### src/rtl/core/whc_pkg.sv
// Shared types, constants and the arctangent table for the waypoint heading steering block.
`default_nettype none
package whc_pkg;

   localparam int CORDIC_STAGES_DEF = 16;
   localparam int ATAN_ENTRIES      = 24;
   // datapath width of the rotation cells: dx*256 with headroom for gain and sign
   localparam int CORDIC_WIDTH      = 28;

   typedef enum logic [2:0] {
      CSR_ARRIVE_RADIUS = 3'd0,
      CSR_FORWARD_SPEED = 3'd1,
      CSR_TURN_RATE     = 3'd2,
      CSR_FACING_LIMIT  = 3'd3
   } csr_index_type;

   // per-item data that rides alongside the rotation chain
   typedef struct packed {
      logic [15:0] heading;
      logic        arrived;
   } side_type;

   // atan(2^-i) in units of 2^-32 turn
   function automatic logic [31:0] atan_turn(input logic [4:0] i);
      logic [31:0] a;
      case (i)
         5'd0:    a = 32'h2000_0000;
         5'd1:    a = 32'h12E4_051E;
         5'd2:    a = 32'h09FB_385B;
         5'd3:    a = 32'h0511_11D4;
         5'd4:    a = 32'h028B_0D43;
         5'd5:    a = 32'h0145_D7E1;
         5'd6:    a = 32'h00A2_F61E;
         5'd7:    a = 32'h0051_7C55;
         5'd8:    a = 32'h0028_BE53;
         5'd9:    a = 32'h0014_5F2F;
         5'd10:   a = 32'h000A_2F98;
         5'd11:   a = 32'h0005_17CC;
         5'd12:   a = 32'h0002_8BE6;
         5'd13:   a = 32'h0001_45F3;
         5'd14:   a = 32'h0000_A2FA;
         5'd15:   a = 32'h0000_517D;
         5'd16:   a = 32'h0000_28BE;
         5'd17:   a = 32'h0000_145F;
         5'd18:   a = 32'h0000_0A30;
         5'd19:   a = 32'h0000_0518;
         5'd20:   a = 32'h0000_028C;
         5'd21:   a = 32'h0000_0146;
         5'd22:   a = 32'h0000_00A3;
         5'd23:   a = 32'h0000_0051;
         default: a = 32'h0000_0000;
      endcase
      return a;
   endfunction

endpackage
`default_nettype wire

### src/rtl/core/whc_cordic_cell.sv
// One vectoring rotation cell of the arctangent chain.
`default_nettype none
module whc_cordic_cell #(
   parameter int STAGE = 0
) (
   input  wire logic                                     clock,
   input  wire logic                                     reset,
   input  wire logic                                     in_valid,
   input  wire logic signed [whc_pkg::CORDIC_WIDTH-1:0]  in_x,
   input  wire logic signed [whc_pkg::CORDIC_WIDTH-1:0]  in_y,
   input  wire logic [31:0]                              in_z,
   input  wire whc_pkg::side_type                        in_side,
   output logic                                          out_valid,
   output logic signed [whc_pkg::CORDIC_WIDTH-1:0]       out_x,
   output logic signed [whc_pkg::CORDIC_WIDTH-1:0]       out_y,
   output logic [31:0]                                   out_z,
   output whc_pkg::side_type                             out_side
);
   import whc_pkg::*;

   localparam logic [31:0] ANGLE = atan_turn(5'(STAGE));

   logic                           valid_ff;
   logic signed [CORDIC_WIDTH-1:0] x_ff, y_ff, x_in, y_in, xsh, ysh;
   logic [31:0]                    z_ff, z_in;
   side_type                       side_ff;

   always_comb begin
      xsh = in_x >>> STAGE;
      ysh = in_y >>> STAGE;
      x_in = in_x;
      y_in = in_y;
      z_in = in_z;
      // rotate toward the x axis; a vector already on it stays put
      if (!in_y[CORDIC_WIDTH-1] && (in_y != '0)) begin
         x_in = in_x + ysh;
         y_in = in_y - xsh;
         z_in = in_z + ANGLE;
      end else if (in_y[CORDIC_WIDTH-1]) begin
         x_in = in_x - ysh;
         y_in = in_y + xsh;
         z_in = in_z - ANGLE;
      end
   end

   always_ff @(posedge clock) begin
      if (reset) begin
         valid_ff <= 1'b0;
      end else begin
         valid_ff <= in_valid;
      end
      x_ff    <= x_in;
      y_ff    <= y_in;
      z_ff    <= z_in;
      side_ff <= in_side;
   end

   assign out_valid = valid_ff;
   assign out_x     = x_ff;
   assign out_y     = y_ff;
   assign out_z     = z_ff;
   assign out_side  = side_ff;

endmodule
`default_nettype wire

### config.mk
export PLATFORM = sky130hd
export DESIGN_NAME = whc_cordic_cell
export DESIGN_NICKNAME = d
export VERILOG_FILES = /design/src/rtl/core/whc_pkg.sv /design/src/rtl/core/whc_cordic_cell.sv
export SDC_FILE = /design/constraint.sdc
export NUM_CORES = 1
export LEC_CHECK = 0
export BUFFER_PORTS_ARGS = -buffer_cell sky130_fd_sc_hd__buf_4
export CAP_MARGIN = 15
export CORE_AREA = 3 3 126 128
export DETAILED_ROUTE_END_ITERATION = 16
export DIE_AREA = 0 0 129 131
export HOLD_SLACK_MARGIN = 0.1
export PLACE_DENSITY_LB_ADDON = 0.3
export SETUP_SLACK_MARGIN = 0.3
export SKIP_LAST_GASP = 1
export SLEW_MARGIN = 20
export SYNTH_ARGS = -nofsm -noshare
export SYNTH_HDL_FRONTEND = slang
export SYNTH_SLANG_ARGS = --single-unit
### constraint.sdc
create_clock -name clock -period 7.86 [get_ports clock]
set_input_delay 2.358 -clock clock [delete_from_list [all_inputs] [get_ports clock]]
set_output_delay 2.358 -clock clock [all_outputs]
set_load 0.05 [all_outputs]
==> run_results.csv <==
group,metric,value,unit
run_status,run_status,"completed",
routing,wire_per_inst,19.39,µm
floorplanning,initial_core_util,50.04,%
yosys,syn_inst,925,
yosys,synth_area_leaders,"dfxtp_1 (28%), ha_1 (15%), a21oi_1 (7.1%), xnor2_1 (5.7%), inv_1 (4.1%)",
sta,setup_violations,0,
routing,drc,0,
power,powerDensity,211.0,nW/µm²
yosys,synth_area,7495,µm²
clock_tree,cts.sinks,106,
setup_path,slowest_stage,"ha_1",
clock_tree,cts_resized,0,
sta,max-slew-margin-rel,25.35,%
routing,num_vias,7675,
sta,post-route-period-util,65.11,%
sta,setup_slack,2.742,ns
clock_tree,clk_pin_slew,0.08,ns
setup_path,worst-path-max-fanout,12,
routing,drt_first_pass_iters,5,
setup_path,max_stage_delay,0.47,ns
yosys,yosysTopAreaCell,"dfxtp_1",
grt,grt.total_usage,28.62,%
placed_design,place_hpwl,19.30,mm
clock_tree,cts_buffer_depth,2,
floorplanning,boundaryPins,214,
sta,tightestPinTransition,1.117,ns
final_layout,nFillCells,1361,
yosys,synth_top_area_share,28.31,%
yosys,ys_types,70,
setup_path,crit_family,"compound AO/OA/AOI/OAI gates",
setup_path,cp-start-kind,"primary input",
routing,antenna_left,0,
clock_tree,cts_tree,"yes",
grt,grt_pass1_wl,37.82,mm
power,power.leakage,0.004487,µW
yosys,avgSynthCellArea,8.102,µm²
final_layout,areaGrowthSynthToFinish,26.74,%
setup_path,crit_chain,"buf_4 > inv_1 > ha_1 > a21o_1 > a21oi_1 > a21boi_0 > o2111ai_1 > a31oi_1 > nor4_1 > o31a_1 > xnor2_1 > o211ai_1",
final_layout,layout-drive-gt1-share,23.20,%
routing,drtIter0Drc,831,
hold_path,min_path_type,"in2reg",
final_layout,antenna_cells,0,
floorplanning,rows,45,
floorplanning,fp.coreArea,14980,µm²
placed_design,pre_cts_ws,2.514,ns
yosys,synth_enable_flop_cells,0,
yosys,synthFlopType,"dfxtp_1",
yosys,ys_seq_area_share,28.31,%
sta,hold_viol,0,
setup_path,crit_buf_inv,2,
sta,max_freq,195.4,MHz
sta,rsz0062_at_grt,"false",
yosys,syn-num-nets,1127,
clock_tree,postCtsSetupRepairBufs,0,
clock_tree,hold_buffers,0,
grt,grt_pass1_vias,7087,
clock_tree,root_buffer,"clkbuf_16",
placed_design,io_buffer_count,213,
grt,overflow,0,
final_layout,finish.utilization,63.43,%
final_layout,nets,1309,
routing,drt-total-wl,25.20,mm
setup_path,required,8.06,ns
grt,antenna_found_initial,0,
routing,vias_per_cell,5.904,
floorplanning,die_height,131,µm
setup_path,critPathKind,"in2reg",
floorplanning,dieArea,16900,µm²
clock_tree,htreeDepth,3,
sta,drv_slew,0,
setup_path,endpoint_kind,"register",
run,cap_violations,0,
setup_path,cp.arrival,5.32,ns
yosys,synth_seq_cells,106,
sta,fin_crit,5.118,ns
placed_design,place_congestion,0.9950,
power,peakVddDrop,108.2,µV
floorplanning,die_x,129,µm
yosys,ys_warn_count,0,
yosys,async_reset_ff_share,0,%
clock_tree,cts-buffers-inserted,9,
sta,tns,0,ns
grt,grt_max_degree,56,
## per-stage QoR
stage	area [µm²]	power, µW	hold WS (ns)	cells
3_5_place_dp	9169	1504	2.464	1284
4_1_cts	9499	2005	2.090	1300
3_3_place_gp	9169	1499	2.462	1284
6_report	9499	2004	2.096	1300
2_1_floorplan	7495	1237	2.386	925
5_1_grt	9499	2095	2.079	1300
## logic make-up (layout without fill, tap and decap cells)
family                   count (synthesis)  in the layout  share of synthesized area [%]
flip-flops                             106            106                          28.31
adder cells (fa/ha/maj)                 94             94                          15.99
buffers and inverters                  135            322                          7.062
AO/OA/AOI/OAI                          309            309                          27.46
AND/OR/NAND/NOR                        219            219                          13.71
XOR/XNOR                                53             53                          6.194
multiplexers                             9              9                          1.269
## report_power, final
group          switching [µW]  total [µW]  internal (µW)  leakage (µW)
logic                     578         873            295       0.00343
clock network             236         497            262      0.000161
registers                24.7         633            609      0.000894
## cell usage after synthesis, types with 5 or more instances
cell type and instances:
o21ai_1 6, nand2b_1 7, a22oi_1 9, xnor2_1 49
nor2b_1 12, ha_1 91, a21oi_1 107, mux2i_1 5
or3_1 6, o21bai_1 21, and3_1 7, nor4_1 10
nand3_1 12, buf_2 6, or2_2 6, a21o_1 18
o31ai_1 8, dfxtp_1 106, clkbuf_1 33, nand4_1 7
o21ai_0 42, o221ai_1 11, nor3_1 11, o22ai_1 10
a31oi_1 7, o211ai_1 9, o21a_1 6, nor2_1 72
a211oi_1 7, nand2_1 61, buf_1 5, o31a_1 5
inv_1 82
## cells in the final DEF, fill, tap and decap left out, drive strengths merged, types with 9 or more instances in the layout
master,count
dfxtp,106
o21ai,50
a22oi,9
a21o,18
o22ai,10
clkbuf,9
buf,217
nand2,61
nor4,10
nor2,72
a21oi,107
o211ai,9
nor3,12
nor2b,12
o21bai,21
inv,89
ha,91
o221ai,12
xnor2,49
nand3,12
## final timing paths
path | start | to | slack [ns] | depth (start not counted)
max | in_x[3] | out_y[27]$_DFF_P_ | 2.74 | 12
min | in_z[24] | out_z[24]$_DFF_P_ | 2.10 | 1
## sequential cells by signal, summed over array words and instances (netlist names)
signal and count:
out_y 28, out_valid 1, out_z 32, out_x 28, out_side 17
## per-layer routing
layer  part of all wire (%)  wire length (µm)  global-route usage, %  up-vias
li1                       -                 -                      -     3609
met1                     40              9985                  36.12     3513
met2                     46             11590                  47.20      477
met3                     10              2549                  6.098       76
met4                    4.3              1079                  12.66        0
met5                      0                 0                      0        -
## final cells by class
cell class | count | area [µm²] | area share, %
clock buffers | 9 | 225.2 | 2.371
inverters | 89 | 334.1 | 3.517
flip-flops and latches | 106 | 2122 | 22.34
multi-input cells | 684 | 4848 | 51.04
repair buffers | 217 | 1629 | 17.15
clock inverters | 7 | 105.1 | 1.106
well taps | 188 | 235.2 | 2.476
Power figures use the tool's default switching activity.
