==> src/rtl/core/whc_pkg.sv <==
// Shared types, constants and the arctangent table for the waypoint heading steering block.
`default_nettype none
package whc_pkg;

   localparam int CORDIC_STAGES_DEF = 16;
   localparam int ATAN_ENTRIES      = 24;
   // datapath width of the rotation cells: dx*256 with headroom for gain and sign
   localparam int CORDIC_WIDTH      = 28;

   typedef enum logic [2:0] {
      CSR_ARRIVE_RADIUS = 3'd0,
      CSR_FORWARD_SPEED = 3'd1,
      CSR_TURN_RATE     = 3'd2,
      CSR_FACING_LIMIT  = 3'd3
   } csr_index_type;

   // per-item data that rides alongside the rotation chain
   typedef struct packed {
      logic [15:0] heading;
      logic        arrived;
   } side_type;

   // atan(2^-i) in units of 2^-32 turn
   function automatic logic [31:0] atan_turn(input logic [4:0] i);
      logic [31:0] a;
      case (i)
         5'd0:    a = 32'h2000_0000;
         5'd1:    a = 32'h12E4_051E;
         5'd2:    a = 32'h09FB_385B;
         5'd3:    a = 32'h0511_11D4;
         5'd4:    a = 32'h028B_0D43;
         5'd5:    a = 32'h0145_D7E1;
         5'd6:    a = 32'h00A2_F61E;
         5'd7:    a = 32'h0051_7C55;
         5'd8:    a = 32'h0028_BE53;
         5'd9:    a = 32'h0014_5F2F;
         5'd10:   a = 32'h000A_2F98;
         5'd11:   a = 32'h0005_17CC;
         5'd12:   a = 32'h0002_8BE6;
         5'd13:   a = 32'h0001_45F3;
         5'd14:   a = 32'h0000_A2FA;
         5'd15:   a = 32'h0000_517D;
         5'd16:   a = 32'h0000_28BE;
         5'd17:   a = 32'h0000_145F;
         5'd18:   a = 32'h0000_0A30;
         5'd19:   a = 32'h0000_0518;
         5'd20:   a = 32'h0000_028C;
         5'd21:   a = 32'h0000_0146;
         5'd22:   a = 32'h0000_00A3;
         5'd23:   a = 32'h0000_0051;
         default: a = 32'h0000_0000;
      endcase
      return a;
   endfunction

endpackage
`default_nettype wire

==> src/rtl/core/whc_steer.sv <==
// Back end: bearing rounding, heading error wrap and the bang-bang commands.
`default_nettype none
module whc_steer (
   input  wire logic                 clock,
   input  wire logic                 reset,
   input  wire logic                 in_valid,
   input  wire logic [31:0]          in_z,
   input  wire whc_pkg::side_type    in_side,
   input  wire logic [15:0]          forward_speed,
   input  wire logic [14:0]          turn_rate,
   input  wire logic [14:0]          facing_limit,
   output logic                      out_valid,
   output logic                      out_arrived,
   output logic [15:0]               out_linear_cmd,
   output logic signed [15:0]        out_angular_cmd,
   output logic signed [15:0]        out_heading_error
);
   import whc_pkg::*;

   logic        va_ff;
   logic [15:0] bearing_ff;
   side_type    side_a_ff;
   logic [31:0] zr_in;

   logic        vb_ff;
   logic        arrived_ff;
   logic [15:0] linear_ff;
   logic [15:0] angular_ff;
   logic [15:0] error_ff;

   logic [15:0] err_in, mag_in, rate_in;
   logic        positive_in;

   always_comb begin
      zr_in       = in_z + 32'h0000_8000;
      err_in      = bearing_ff - side_a_ff.heading;
      // a half-turn error counts as positive
      positive_in = !err_in[15] || (err_in == 16'h8000);
      mag_in      = err_in[15] ? (~err_in + 16'd1) : err_in;
      rate_in     = {1'b0, turn_rate};
   end

   always_ff @(posedge clock) begin
      if (reset) begin
         va_ff <= 1'b0;
         vb_ff <= 1'b0;
      end else begin
         va_ff <= in_valid;
         vb_ff <= va_ff;
      end
      bearing_ff <= zr_in[31:16];
      side_a_ff  <= in_side;

      arrived_ff <= side_a_ff.arrived;
      if (side_a_ff.arrived) begin
         linear_ff  <= '0;
         angular_ff <= '0;
         error_ff   <= '0;
      end else begin
         linear_ff  <= (mag_in < {1'b0, facing_limit}) ? forward_speed : 16'd0;
         angular_ff <= positive_in ? rate_in : (~rate_in + 16'd1);
         error_ff   <= err_in;
      end
   end

   assign out_valid         = vb_ff;
   assign out_arrived       = arrived_ff;
   assign out_linear_cmd    = linear_ff;
   assign out_angular_cmd   = angular_ff;
   assign out_heading_error = error_ff;

endmodule
`default_nettype wire

==> config.mk <==
export PLATFORM = sky130hd
export DESIGN_NAME = whc_steer
export DESIGN_NICKNAME = d
export VERILOG_FILES = /design/src/rtl/core/whc_pkg.sv /design/src/rtl/core/whc_steer.sv
export SDC_FILE = /design/constraint.sdc
export NUM_CORES = 1
export LEC_CHECK = 0
export ABC_AREA = 1
export BUFFER_PORTS_ARGS = -buffer_cell sky130_fd_sc_hd__buf_2
export CORE_MARGIN = 2
export CORE_UTILIZATION = 54
export CTS_CLUSTER_DIAMETER = 60
export DETAILED_ROUTE_END_ITERATION = 6
export PLACE_DENSITY = 0.84
export SYNTH_ARGS = -nofsm -noshare
export SYNTH_HDL_FRONTEND = slang
export SYNTH_SLANG_ARGS = --single-unit
==> constraint.sdc <==
create_clock -name clock -period 6.6 [get_ports clock]
set_input_delay 1.98 -clock clock [delete_from_list [all_inputs] [get_ports clock]]
set_output_delay 1.98 -clock clock [all_outputs]
set_load 0.01 [all_outputs]
==> key figures <==
Run status
  – Outcome: finished, final reports clean

Final layout
  – Number of diodes: 0
  – Final Cell Area: 5710 um^2
  – Fill count: 792
  – Area Overhead vs Synth: 19.1%
  – Area of the multi-input gates: 2520 um^2
  – Register Area: 1680 um^2
  – # nets final: 922
  – Cell Count, Final, Fillers Out: 904
  – Share of cells above drive strength 1: 0.253
  – Layout Utilization: 0.658

Drt
  – Number of remaining DRC errors: 0
  – WL final: 10,000 um
  – Wire per inst: 11.1 um
  – Antenna Nets Post-Route: 0
  – Starting DRT DRC Count: 108
  – Vias: 4,268
  – Vias per cell: 4.72
  – First-pass DRT Iterations: 4

STA
  – Period utilization: 0.580
  – Final hold violations: 0
  – Final min period: 3.83 ns
  – Hold WS: 0.404 ns
  – Max_slew headroom: 0.684
  – Tightest Pin Transition: 0.471 ns
  – Setup ws final: 2.77 ns
  – Setup TNS: 0 ns
  – Slew Limit Fails: 0
  – Final setup viols: 0
  – RSZ-0062 raised after global routing: no
  – Setup Skew: 0.0120 ns
  – Fmax: 261 MHz

Setup path
  – Slowest CP cell: fa_1
  – Worst R2R End: out_linear_cmd[15]
  – Worst setup startpoint: bearing_ff[0]
  – Crit path required time: 6.88 ns
  – Critical Path AT: 4.10 ns
  – Crit path max fanout: 16
  – Reg2reg start: bearing_ff[0]
  – Worst Setup End Kind: flop
  – Slowest stage delay, CP: 0.43 ns
  – Crit path kind: reg -> reg
  – Crit-path cells: inv_1 -> ha_1 -> inv_1 -> fa_1 -> or2_1 -> nand2_2 -> inv_2 -> nor2_4 -> nand2_2 -> nor3_2 -> nand3_2 -> nand2_1 -> xor2_1 -> inv_1 -> ha_1 -> a21oi_1 -> nor3_1 -> a211oi_1 -> nand2_1 -> nand2_1 -> nand2_1 -> nand2_1 -> nand3_4 -> nor2_1
  – CP startpoint kind: flop
  – Reg2reg setup slack: 2.77 ns
  – Most Frequent Cell on Critical Path: nand2_1
  – R2R cell count: 24

Floorplan
  – # IOs: 148
  – DIE WIDTH: 98.2 um
  – Starting Density: 0.553
  – Die H: 98.2 um
  – CORE AREA: 8680 um^2
  – Die area: 9650 um^2
  – Row Count: 34

Clock tree
  – CTS Buf Count: 9
  – Post-CTS sizing: 0
  – Cts hold-fix bufs: 0
  – H-Tree Depth: 3
  – CTS Root Cell: clkbuf_8
  – Clock Latency Late Sink: 0.35 ns
  – Setup bufs post-CTS: 0
  – Clock sinks: 84
  – Clk buf depth: 2
  – Clock slew at reported path FFs: 0.09 ns
  – CTS tree: done

Place
  – Pre-CTS WS: 2.78 ns
  – GP Congestion: 0.853
  – Detailed Place HPWL: 8120 um
  – Placed cells: 888
  – Dpl cell area: 5520 um^2
  – # port buffers: 132

Job
  – Max-cap violations: 0

Yosys
  – Yosys top cell by area: dfxtp_1
  – Synth Area per Inst: 7.31 um^2
  – Yosys reg bits: 84
  – Top cell type's share of synthesized area: 0.351
  – Share of the yosys chip area belonging to registers: 0.351
  – Top cells by area, synth: dfxtp_1 (35%), nand2_1 (10%), inv_1 (10%)
  – Warnings, synthesis: 0
  – Synthesized Nets: 787
  – Post-Synthesis Cells: 656
  – Syn Std Cell Area: 4800 um^2
  – Netlist cell types: 38

Global routing
  – Initial antenna violation count: 0
  – Gr usage total: 0.216
  – First-pass GRT wire length: 17,300 um
  – Largest net degree at the start of global routing: 33
  – Grt ovf: 0
  – Vias in the first global route: 4,247

Power and ir drop
  – Design Power: 1.38 mW
  – PwrDens: 242 nW/um^2
  – P_leak: 3.22 nW
  – VDD IR max: 0.165 mV

Hold path
  – Min-delay src: va_ff
  – Worst hold path type: reg -> reg
  – Hold path depth: 2
  – Worst Hold Endpoint: out_valid
[worst max path at each step]
stage | depth (start not counted) | slack (ns) | to
floorplan | 8 | 3.19 | bearing_ff[15]
detailed placement | 24 | 2.78 | out_linear_cmd[15]
global placement | 9 | 2.85 | bearing_ff[15]
finish | 24 | 2.77 | out_linear_cmd[15]
CTS | 24 | 2.75 | out_linear_cmd[15]
global route | 25 | 2.38 | out_linear_cmd[2]
[critical path, delay by kind of cell, from the launching register on]
kind	cells	cell delay (ns)
XOR/XNOR	1	0.15
AO/OA/AOI/OAI	2	0.34
adder cells (fa/ha/maj)	3	0.86
flip-flops	1	0.31
buffers and inverters	4	0.25
AND/OR/NAND/NOR	14	1.85
[flip-flops by register name, indices dropped and copies added (netlist names)]
signal,count
out_arrived,1
out_heading_error,16
out_angular_cmd,16
va_ff,1
bearing_ff,16
out_linear_cmd,16
side_a_ff,17
out_valid,1
[final cells by class]
class                           count  share of cell area
Clock buffer                       11              0.0248
Clock inverter                      5             0.00789
Inverter                          137              0.0905
Multi-Input combinational cell    426               0.442
Sequential cell                    84               0.294
Tap cell                          108              0.0237
Timing Repair Buffer              133               0.117
[synth_stat cells]
| cell type | n |
|---|---|
| nor2_1 | 54 |
| nor2_2 | 5 |
| xnor2_1 | 8 |
| nand4_2 | 1 |
| a21oi_1 | 30 |
| nand3_2 | 5 |
| nand2_4 | 3 |
| nand3b_1 | 5 |
| buf_4 | 1 |
| nand2_1 | 134 |
| xor2_1 | 32 |
| inv_4 | 1 |
| a211oi_1 | 1 |
| a21boi_2 | 1 |
| nand3_1 | 58 |
| ha_1 | 32 |
| dfxtp_1 | 84 |
| nor3_1 | 10 |
| nand2_2 | 14 |
| buf_2 | 2 |
| nor3_2 | 2 |
| inv_2 | 7 |
| fa_1 | 1 |
| buf_6 | 1 |
| or2_1 | 1 |
| nand3_4 | 1 |
| buf_12 | 1 |
| buf_8 | 1 |
| o21ai_0 | 3 |
| nor2_4 | 13 |
| and3_1 | 1 |
| nor3b_1 | 2 |
| nand4_1 | 6 |
| and2_0 | 1 |
| inv_1 | 129 |
| and2_1 | 1 |
| clkbuf_1 | 3 |
| o21a_1 | 1 |
[kinds of logic (layout without fill, tap and decap cells)]
group	after synthesis	count (layout)	synth area share
buffers and inverters	146	286	0.123
and+or+nand+nor	317	317	0.325
adders and majority gates	33	33	0.0877
DFF	84	84	0.351
AOI/OAI and AO/OA	36	36	0.0399
xor gates and xnor gates	40	40	0.0731
[power by group]
group	switching (mW)	internal [mW]
Clock	0.194	0.153
Sequential	0.0126	0.558
Combinational	0.289	0.177
Total	0.496	0.888
[per-layer routing]
metal | global-route usage | part of all wire | vias up
li1 | - | - | 2281
met1 | 0.254 | 0.44 | 1860
met2 | 0.396 | 0.49 | 113
met3 | 0.0415 | 0.051 | 14
met4 | 0.0664 | 0.016 | 0
met5 | 0 | 0 | -
[placed cells by master, fill, tap and decap left out, drive strengths merged, types with 2 or more instances in the layout]
cell / synthesis / final
a21oi: 30 / 30
and2: 2 / 2
buf: 6 / 133
clkbuf: 3 / 11
clkinv: 0 / 2
dfxtp: 84 / 84
ha: 32 / 32
inv: 137 / 139
nand2: 151 / 151
nand3: 64 / 64
nand3b: 5 / 5
nand4: 7 / 7
nor2: 72 / 72
nor3: 12 / 12
nor3b: 2 / 2
o21ai: 3 / 3
xnor2: 8 / 8
xor2: 32 / 32
Note: power is estimated with default switching activity, not from simulation.
