==> config.mk <==
export PLATFORM = sky130hd
export DESIGN_NAME = whc_front
export DESIGN_NICKNAME = d
export VERILOG_FILES = /design/src/rtl/core/whc_pkg.sv /design/src/rtl/core/whc_front.sv
export SDC_FILE = /design/constraint.sdc
export NUM_CORES = 2
export LEC_CHECK = 0
export ABC_CLOCK_PERIOD_IN_PS = 15050
export BUFFER_PORTS_ARGS = -buffer_cell sky130_fd_sc_hd__buf_4
export CAP_MARGIN = 15
export CORE_MARGIN = 2
export CORE_UTILIZATION = 65
export DETAILED_ROUTE_END_ITERATION = 8
export GPL_TIMING_DRIVEN = 0
export PLACE_DENSITY = 0.84
export SETUP_SLACK_MARGIN = 0.15
export SYNTH_ARGS = -nofsm -noshare
export SYNTH_HDL_FRONTEND = slang
export SYNTH_SLANG_ARGS = --single-unit
export TNS_END_PERCENT = 100
==> constraint.sdc <==
create_clock -name clock -period 15.05 [get_ports clock]
set_input_delay 2.2575 -clock clock [delete_from_list [all_inputs] [get_ports clock]]
set_output_delay 2.2575 -clock clock [all_outputs]
set_load 0.005 [all_outputs]
==> src/rtl/core/whc_pkg.sv <==
// Shared types, constants and the arctangent table for the waypoint heading steering block.
`default_nettype none
package whc_pkg;

   localparam int CORDIC_STAGES_DEF = 16;
   localparam int ATAN_ENTRIES      = 24;
   // datapath width of the rotation cells: dx*256 with headroom for gain and sign
   localparam int CORDIC_WIDTH      = 28;

   typedef enum logic [2:0] {
      CSR_ARRIVE_RADIUS = 3'd0,
      CSR_FORWARD_SPEED = 3'd1,
      CSR_TURN_RATE     = 3'd2,
      CSR_FACING_LIMIT  = 3'd3
   } csr_index_type;

   // per-item data that rides alongside the rotation chain
   typedef struct packed {
      logic [15:0] heading;
      logic        arrived;
   } side_type;

   // atan(2^-i) in units of 2^-32 turn
   function automatic logic [31:0] atan_turn(input logic [4:0] i);
      logic [31:0] a;
      case (i)
         5'd0:    a = 32'h2000_0000;
         5'd1:    a = 32'h12E4_051E;
         5'd2:    a = 32'h09FB_385B;
         5'd3:    a = 32'h0511_11D4;
         5'd4:    a = 32'h028B_0D43;
         5'd5:    a = 32'h0145_D7E1;
         5'd6:    a = 32'h00A2_F61E;
         5'd7:    a = 32'h0051_7C55;
         5'd8:    a = 32'h0028_BE53;
         5'd9:    a = 32'h0014_5F2F;
         5'd10:   a = 32'h000A_2F98;
         5'd11:   a = 32'h0005_17CC;
         5'd12:   a = 32'h0002_8BE6;
         5'd13:   a = 32'h0001_45F3;
         5'd14:   a = 32'h0000_A2FA;
         5'd15:   a = 32'h0000_517D;
         5'd16:   a = 32'h0000_28BE;
         5'd17:   a = 32'h0000_145F;
         5'd18:   a = 32'h0000_0A30;
         5'd19:   a = 32'h0000_0518;
         5'd20:   a = 32'h0000_028C;
         5'd21:   a = 32'h0000_0146;
         5'd22:   a = 32'h0000_00A3;
         5'd23:   a = 32'h0000_0051;
         default: a = 32'h0000_0000;
      endcase
      return a;
   endfunction

endpackage
`default_nettype wire

==> src/rtl/core/whc_front.sv <==
// Front end: goal offset, half-plane fold and the registered arrival test.
`default_nettype none
module whc_front (
   input  wire logic                                     clock,
   input  wire logic                                     reset,
   input  wire logic                                     in_valid,
   input  wire logic signed [15:0]                       pose_x,
   input  wire logic signed [15:0]                       pose_y,
   input  wire logic signed [15:0]                       pose_heading,
   input  wire logic signed [15:0]                       goal_x,
   input  wire logic signed [15:0]                       goal_y,
   input  wire logic [15:0]                              arrive_radius,
   output logic                                          out_valid,
   output logic signed [whc_pkg::CORDIC_WIDTH-1:0]       out_x,
   output logic signed [whc_pkg::CORDIC_WIDTH-1:0]       out_y,
   output logic [31:0]                                   out_z,
   output whc_pkg::side_type                             out_side
);
   import whc_pkg::*;

   localparam int CW = CORDIC_WIDTH;

   // stage 1: offsets
   logic               v1_ff;
   logic signed [16:0] dx_ff, dy_ff;
   logic [15:0]        head1_ff;
   // stage 2: folded vector and squares
   logic               v2_ff;
   logic signed [CW-1:0] x2_ff, y2_ff;
   logic [31:0]        z2_ff;
   logic [15:0]        head2_ff;
   logic [33:0]        sqx_ff, sqy_ff;
   logic [31:0]        r2_ff;
   // stage 3: arrival decision
   logic               v3_ff;
   logic signed [CW-1:0] x3_ff, y3_ff;
   logic [31:0]        z3_ff;
   side_type           side3_ff;

   logic signed [CW-1:0] xs_in, ys_in;
   logic signed [33:0]   sqx_in, sqy_in;
   logic [33:0]          d2_in;

   always_comb begin
      xs_in  = {{(CW-17){dx_ff[16]}}, dx_ff} <<< 8;
      ys_in  = {{(CW-17){dy_ff[16]}}, dy_ff} <<< 8;
      sqx_in = dx_ff * dx_ff;
      sqy_in = dy_ff * dy_ff;
      d2_in  = sqx_ff + sqy_ff;
   end

   always_ff @(posedge clock) begin
      if (reset) begin
         v1_ff <= 1'b0;
         v2_ff <= 1'b0;
         v3_ff <= 1'b0;
      end else begin
         v1_ff <= in_valid;
         v2_ff <= v1_ff;
         v3_ff <= v2_ff;
      end
      dx_ff    <= {goal_x[15], goal_x} - {pose_x[15], pose_x};
      dy_ff    <= {goal_y[15], goal_y} - {pose_y[15], pose_y};
      head1_ff <= pose_heading;

      // fold the left half plane onto the right by a half turn
      if (dx_ff[16]) begin
         x2_ff <= -xs_in;
         y2_ff <= -ys_in;
         z2_ff <= 32'h8000_0000;
      end else begin
         x2_ff <= xs_in;
         y2_ff <= ys_in;
         z2_ff <= 32'h0000_0000;
      end
      sqx_ff   <= sqx_in;
      sqy_ff   <= sqy_in;
      head2_ff <= head1_ff;
      r2_ff    <= arrive_radius * arrive_radius;

      x3_ff            <= x2_ff;
      y3_ff            <= y2_ff;
      z3_ff            <= z2_ff;
      side3_ff.heading <= head2_ff;
      side3_ff.arrived <= d2_in < {2'b00, r2_ff};
   end

   assign out_valid = v3_ff;
   assign out_x     = x3_ff;
   assign out_y     = y3_ff;
   assign out_z     = z3_ff;
   assign out_side  = side3_ff;

endmodule
`default_nettype wire

==> impl_metrics.csv <==
group,metric,value,unit
synthesis,syn_area_per_cell,9.53,um2
critical_path,critical_path.startpoint_type,"register",
die,rows,86,
global_routing,gr-usage-all-layers,0.293,
route,routed_wl,80600,um
clock_tree,clock_tree_from_tritoncts,"built",
critical_path,worst-endpoint-required,15.52,ns
synthesis,synth_flop_cell,"sky130_fd_sc_hd__dfxtp_1",
clock_tree,clock_latency,0.59,ns
route,route.vias.total,26031,
critical_path,worst_r2r_endpoint,"sqx_ff[32]",
die,num_io_pins,205,
synthesis,synth_top_cells_by_count,"967 x sky130_fd_sc_hd__inv_1, 699 x sky130_fd_sc_hd__fa_1, 379 x sky130_fd_sc_hd__ha_1",
synthesis,synth.yosys.warnings,0,
synthesis,async_flop_share,0,
finish,final.fill_count,4020,
hold_path,timing.hold.worst_endpoint,"out_x[14]",
global_routing,grt_pass1_wl,134000,um
die,die_area,58200,um2
hold_path,hold_start,"x2_ff[14]",
critical_path,r2r.worst_path.cells,24,
die,die_height,241,um
clock_tree,clk_path_buf_depth,3,
clock_tree,clock_sinks,263,
die,core-area,55300,um2
synthesis,synth_cells,3836,
critical_path,timing.rr.start,"dx_ff[16]",
finish,area.growth.synth_to_final,9.17,%
sta,fmax,0.117,GHz
synthesis,ys_top_cells_by_area,"sky130_fd_sc_hd__fa_1 38%, sky130_fd_sc_hd__dfxtp_1 14%, sky130_fd_sc_hd__ha_1 13%",
hold_path,min_path_type,"register to register",
route,detail_route.first_pass.iterations,6,
clock_tree,root_buffer,"sky130_fd_sc_hd__clkbuf_16",
synthesis,synth_cell_types,72,
critical_path,r2r_slack,6.49,ns
synthesis,netlist_area,36600,um2
critical_path,worstSetupEndpointType,"register",
sta,setup_viol,0,
status,outcome,"complete, no violations",
hold_path,hold_depth,0,
clock_tree,cts_hold_buffers,0,
route,postRouteAntennaNets,0,
synthesis,synthDominantCellAreaShare,0.383,
critical_path,timing.setup.critical_path_class,"register to register",
finish,final_nets,5251,
global_routing,first_global_vias,27869,
sta,fin_crit,8.56,ns
route,detail_route.vias_per_cell,5.37,
sta,worst_pin_slew,1.06,ns
clock_tree,h_tree_depth_reported_by_cts,1,
placed_design,gp_routability_congestion,0.952,
sta,worst_slew_margin_rel,0.296,
sta,clock-skew-final,0.0169,ns
sta,timing.final.hold_violations,0,
sta,max_slew_violation_total_from_the_final_report,0,
finish,drive_gt1_frac,0.0681,
sta,setup_tns,0,ns
die,die_x,241,um
clock_tree,post_cts_buffers,0,
clock_tree,cts-buffers-inserted,30,
synthesis,synth_area_leader_cell,"sky130_fd_sc_hd__fa_1",
clock_tree,path_clk_slew,0.08,ns
route,dr.first_iter.drc_count,1590,
synthesis,synth_seq_area_share,0.144,
route,drc,0,
clock_tree,ctsResizeCount,0,
critical_path,worst-path-max-fanout,10,
synthesis,postSynthRegisterBits,263,
sta,setup_repair_after_global_routing_missed_its_margin,"false",
die,initial_core_util,0.661,
global_routing,grt_start_max_net_pins,16,
placed_design,numPortBuffers,157,
synthesis,most_used_standard_cell_by_instance_count_after_synthesis,"sky130_fd_sc_hd__inv_1",
synthesis,synth-edff-count,0,
run,max_cap_viol_count,0,
global_routing,grt_antenna_before_repair,1,
route,routedWlPerCell,16.6,um
sta,share_of_the_clock_period_used_by_the_worst_path,0.569,
placed_design,dpl.hpwl,67100,um
global_routing,grt-ovfl-total,0,
critical_path,arrival,9.04,ns
[worst max-delay path: stages (launching register included)]
cell	delay (ns)
sky130_fd_sc_hd__dfxtp_1	0.94
sky130_fd_sc_hd__clkbuf_1	0.68
sky130_fd_sc_hd__clkbuf_1	0.83
sky130_fd_sc_hd__and2_1	0.35
sky130_fd_sc_hd__fa_1	0.45
sky130_fd_sc_hd__inv_1	0.09
sky130_fd_sc_hd__fa_1	0.41
sky130_fd_sc_hd__fa_1	0.51
sky130_fd_sc_hd__inv_1	0.06
sky130_fd_sc_hd__fa_1	0.50
sky130_fd_sc_hd__fa_1	0.50
sky130_fd_sc_hd__inv_1	0.05
sky130_fd_sc_hd__fa_1	0.47
sky130_fd_sc_hd__inv_1	0.04
sky130_fd_sc_hd__ha_1	0.37
sky130_fd_sc_hd__and3_1	0.22
sky130_fd_sc_hd__and3_1	0.27
sky130_fd_sc_hd__nand4_1	0.12
sky130_fd_sc_hd__a21oi_1	0.22
sky130_fd_sc_hd__a211oi_1	0.13
sky130_fd_sc_hd__o31ai_1	0.51
sky130_fd_sc_hd__nand4_1	0.21
sky130_fd_sc_hd__a31oi_1	0.26
sky130_fd_sc_hd__mux2i_1	0.22
sky130_fd_sc_hd__nand2_1	0.06
[routing by layer]
| layer | vias up | global-route usage | wire, um |
|---|---|---|---|
| met1 | 12875 | 0.346 | 29700 |
| met2 | 884 | 0.507 | 40700 |
| li1 | 12007 | - | - |
| met3 | 265 | 0.0627 | 5900 |
| met5 | - | 0 | 0 |
| met4 | 0 | 0.147 | 4330 |
[stage by stage]
| stage | cells | area (um2) | hold WS [ns] | util | setup WS, ns |
|---|---|---|---|---|---|
| floorplan | 3885 | 36700 | 0.310 | - | 7.04 |
| global placement | 4790 | 38900 | 0.310 | 0.703 | 6.16 |
| detailed placement | 4790 | 38900 | 0.312 | 0.703 | 6.07 |
| CTS | 4843 | 39900 | 0.313 | 0.722 | 6.63 |
| global route | 4843 | 39900 | 0.324 | 0.722 | 6.19 |
| finish | 4844 | 39900 | 0.311 | 0.722 | 6.49 |
[logic make-up after synthesis]
group	share of synthesized area
mux	0.00168
xor+xnor	0.0493
other cells	0.000103
fa+ha+maj	0.512
flops	0.144
compound gates	0.0696
buf+inv	0.118
simple gates	0.105
[layout make-up]
class / count / area (um2) / area share
multi-input cells: 2517 / 27200 / 0.680
flip-flops and latches: 263 / 5270 / 0.132
inverters: 969 / 3640 / 0.0911
repair buffers: 157 / 1180 / 0.0295
well taps: 748 / 936 / 0.0234
clock buffers: 36 / 803 / 0.0201
plain buffers: 136 / 687 / 0.0172
clock inverters: 17 / 250 / 0.00627
diodes: 1 / 2.50 / 0.0000627
[sequential cells by signal, indices dropped and copies added, names as in the netlist]
signal,flops
dx_ff,17
dy_ff,17
head1_ff,16
head2_ff,16
out_side,17
out_valid,1
out_x,20
out_y,20
out_z,1
r2_ff,31
sqx_ff,33
sqy_ff,33
v1_ff,1
v2_ff,1
x2_ff,19
y2_ff,19
z2_ff,1
[worst max path at each step]
stage | start | endpoint | slack, ns | cells after the start
after floorplan | arrive_radius[9] | r2_ff[30] | 7.04 | 20
after global placement | arrive_radius[9] | r2_ff[30] | 6.16 | 21
after detailed placement | arrive_radius[9] | r2_ff[31] | 6.07 | 21
after CTS | dx_ff[16] | sqx_ff[32] | 6.63 | 24
after global routing | dx_ff[16] | sqx_ff[32] | 6.19 | 24
final | dx_ff[16] | sqx_ff[32] | 6.49 | 24
[cells in the final DEF, fill, tap and decap left out, types with 8 or more instances in the layout]
| cell type | instances |
|---|---|
| sky130_fd_sc_hd__a211oi_1 | 19 |
| sky130_fd_sc_hd__a21o_1 | 50 |
| sky130_fd_sc_hd__a21oi_1 | 107 |
| sky130_fd_sc_hd__a31oi_1 | 8 |
| sky130_fd_sc_hd__and2_1 | 150 |
| sky130_fd_sc_hd__and3_1 | 12 |
| sky130_fd_sc_hd__buf_4 | 204 |
| sky130_fd_sc_hd__clkbuf_1 | 86 |
| sky130_fd_sc_hd__clkbuf_16 | 30 |
| sky130_fd_sc_hd__conb_1 | 50 |
| sky130_fd_sc_hd__dfxtp_1 | 263 |
| sky130_fd_sc_hd__fa_1 | 699 |
| sky130_fd_sc_hd__ha_1 | 379 |
| sky130_fd_sc_hd__inv_1 | 967 |
| sky130_fd_sc_hd__nand2_1 | 276 |
| sky130_fd_sc_hd__nand2b_1 | 38 |
| sky130_fd_sc_hd__nand3_1 | 40 |
| sky130_fd_sc_hd__nand4_1 | 9 |
| sky130_fd_sc_hd__nor2_1 | 146 |
| sky130_fd_sc_hd__nor2b_1 | 48 |
| sky130_fd_sc_hd__nor3_1 | 30 |
| sky130_fd_sc_hd__o21a_1 | 22 |
| sky130_fd_sc_hd__o21ai_0 | 74 |
| sky130_fd_sc_hd__o21bai_1 | 12 |
| sky130_fd_sc_hd__o31ai_1 | 16 |
| sky130_fd_sc_hd__o41ai_1 | 9 |
| sky130_fd_sc_hd__or2_2 | 9 |
| sky130_fd_sc_hd__or4_1 | 8 |
| sky130_fd_sc_hd__xnor2_1 | 172 |
| sky130_fd_sc_hd__xor2_1 | 34 |
Power is not shown: default switching activity piles up to over one toggle a cycle in this logic, so the estimate is an artifact.
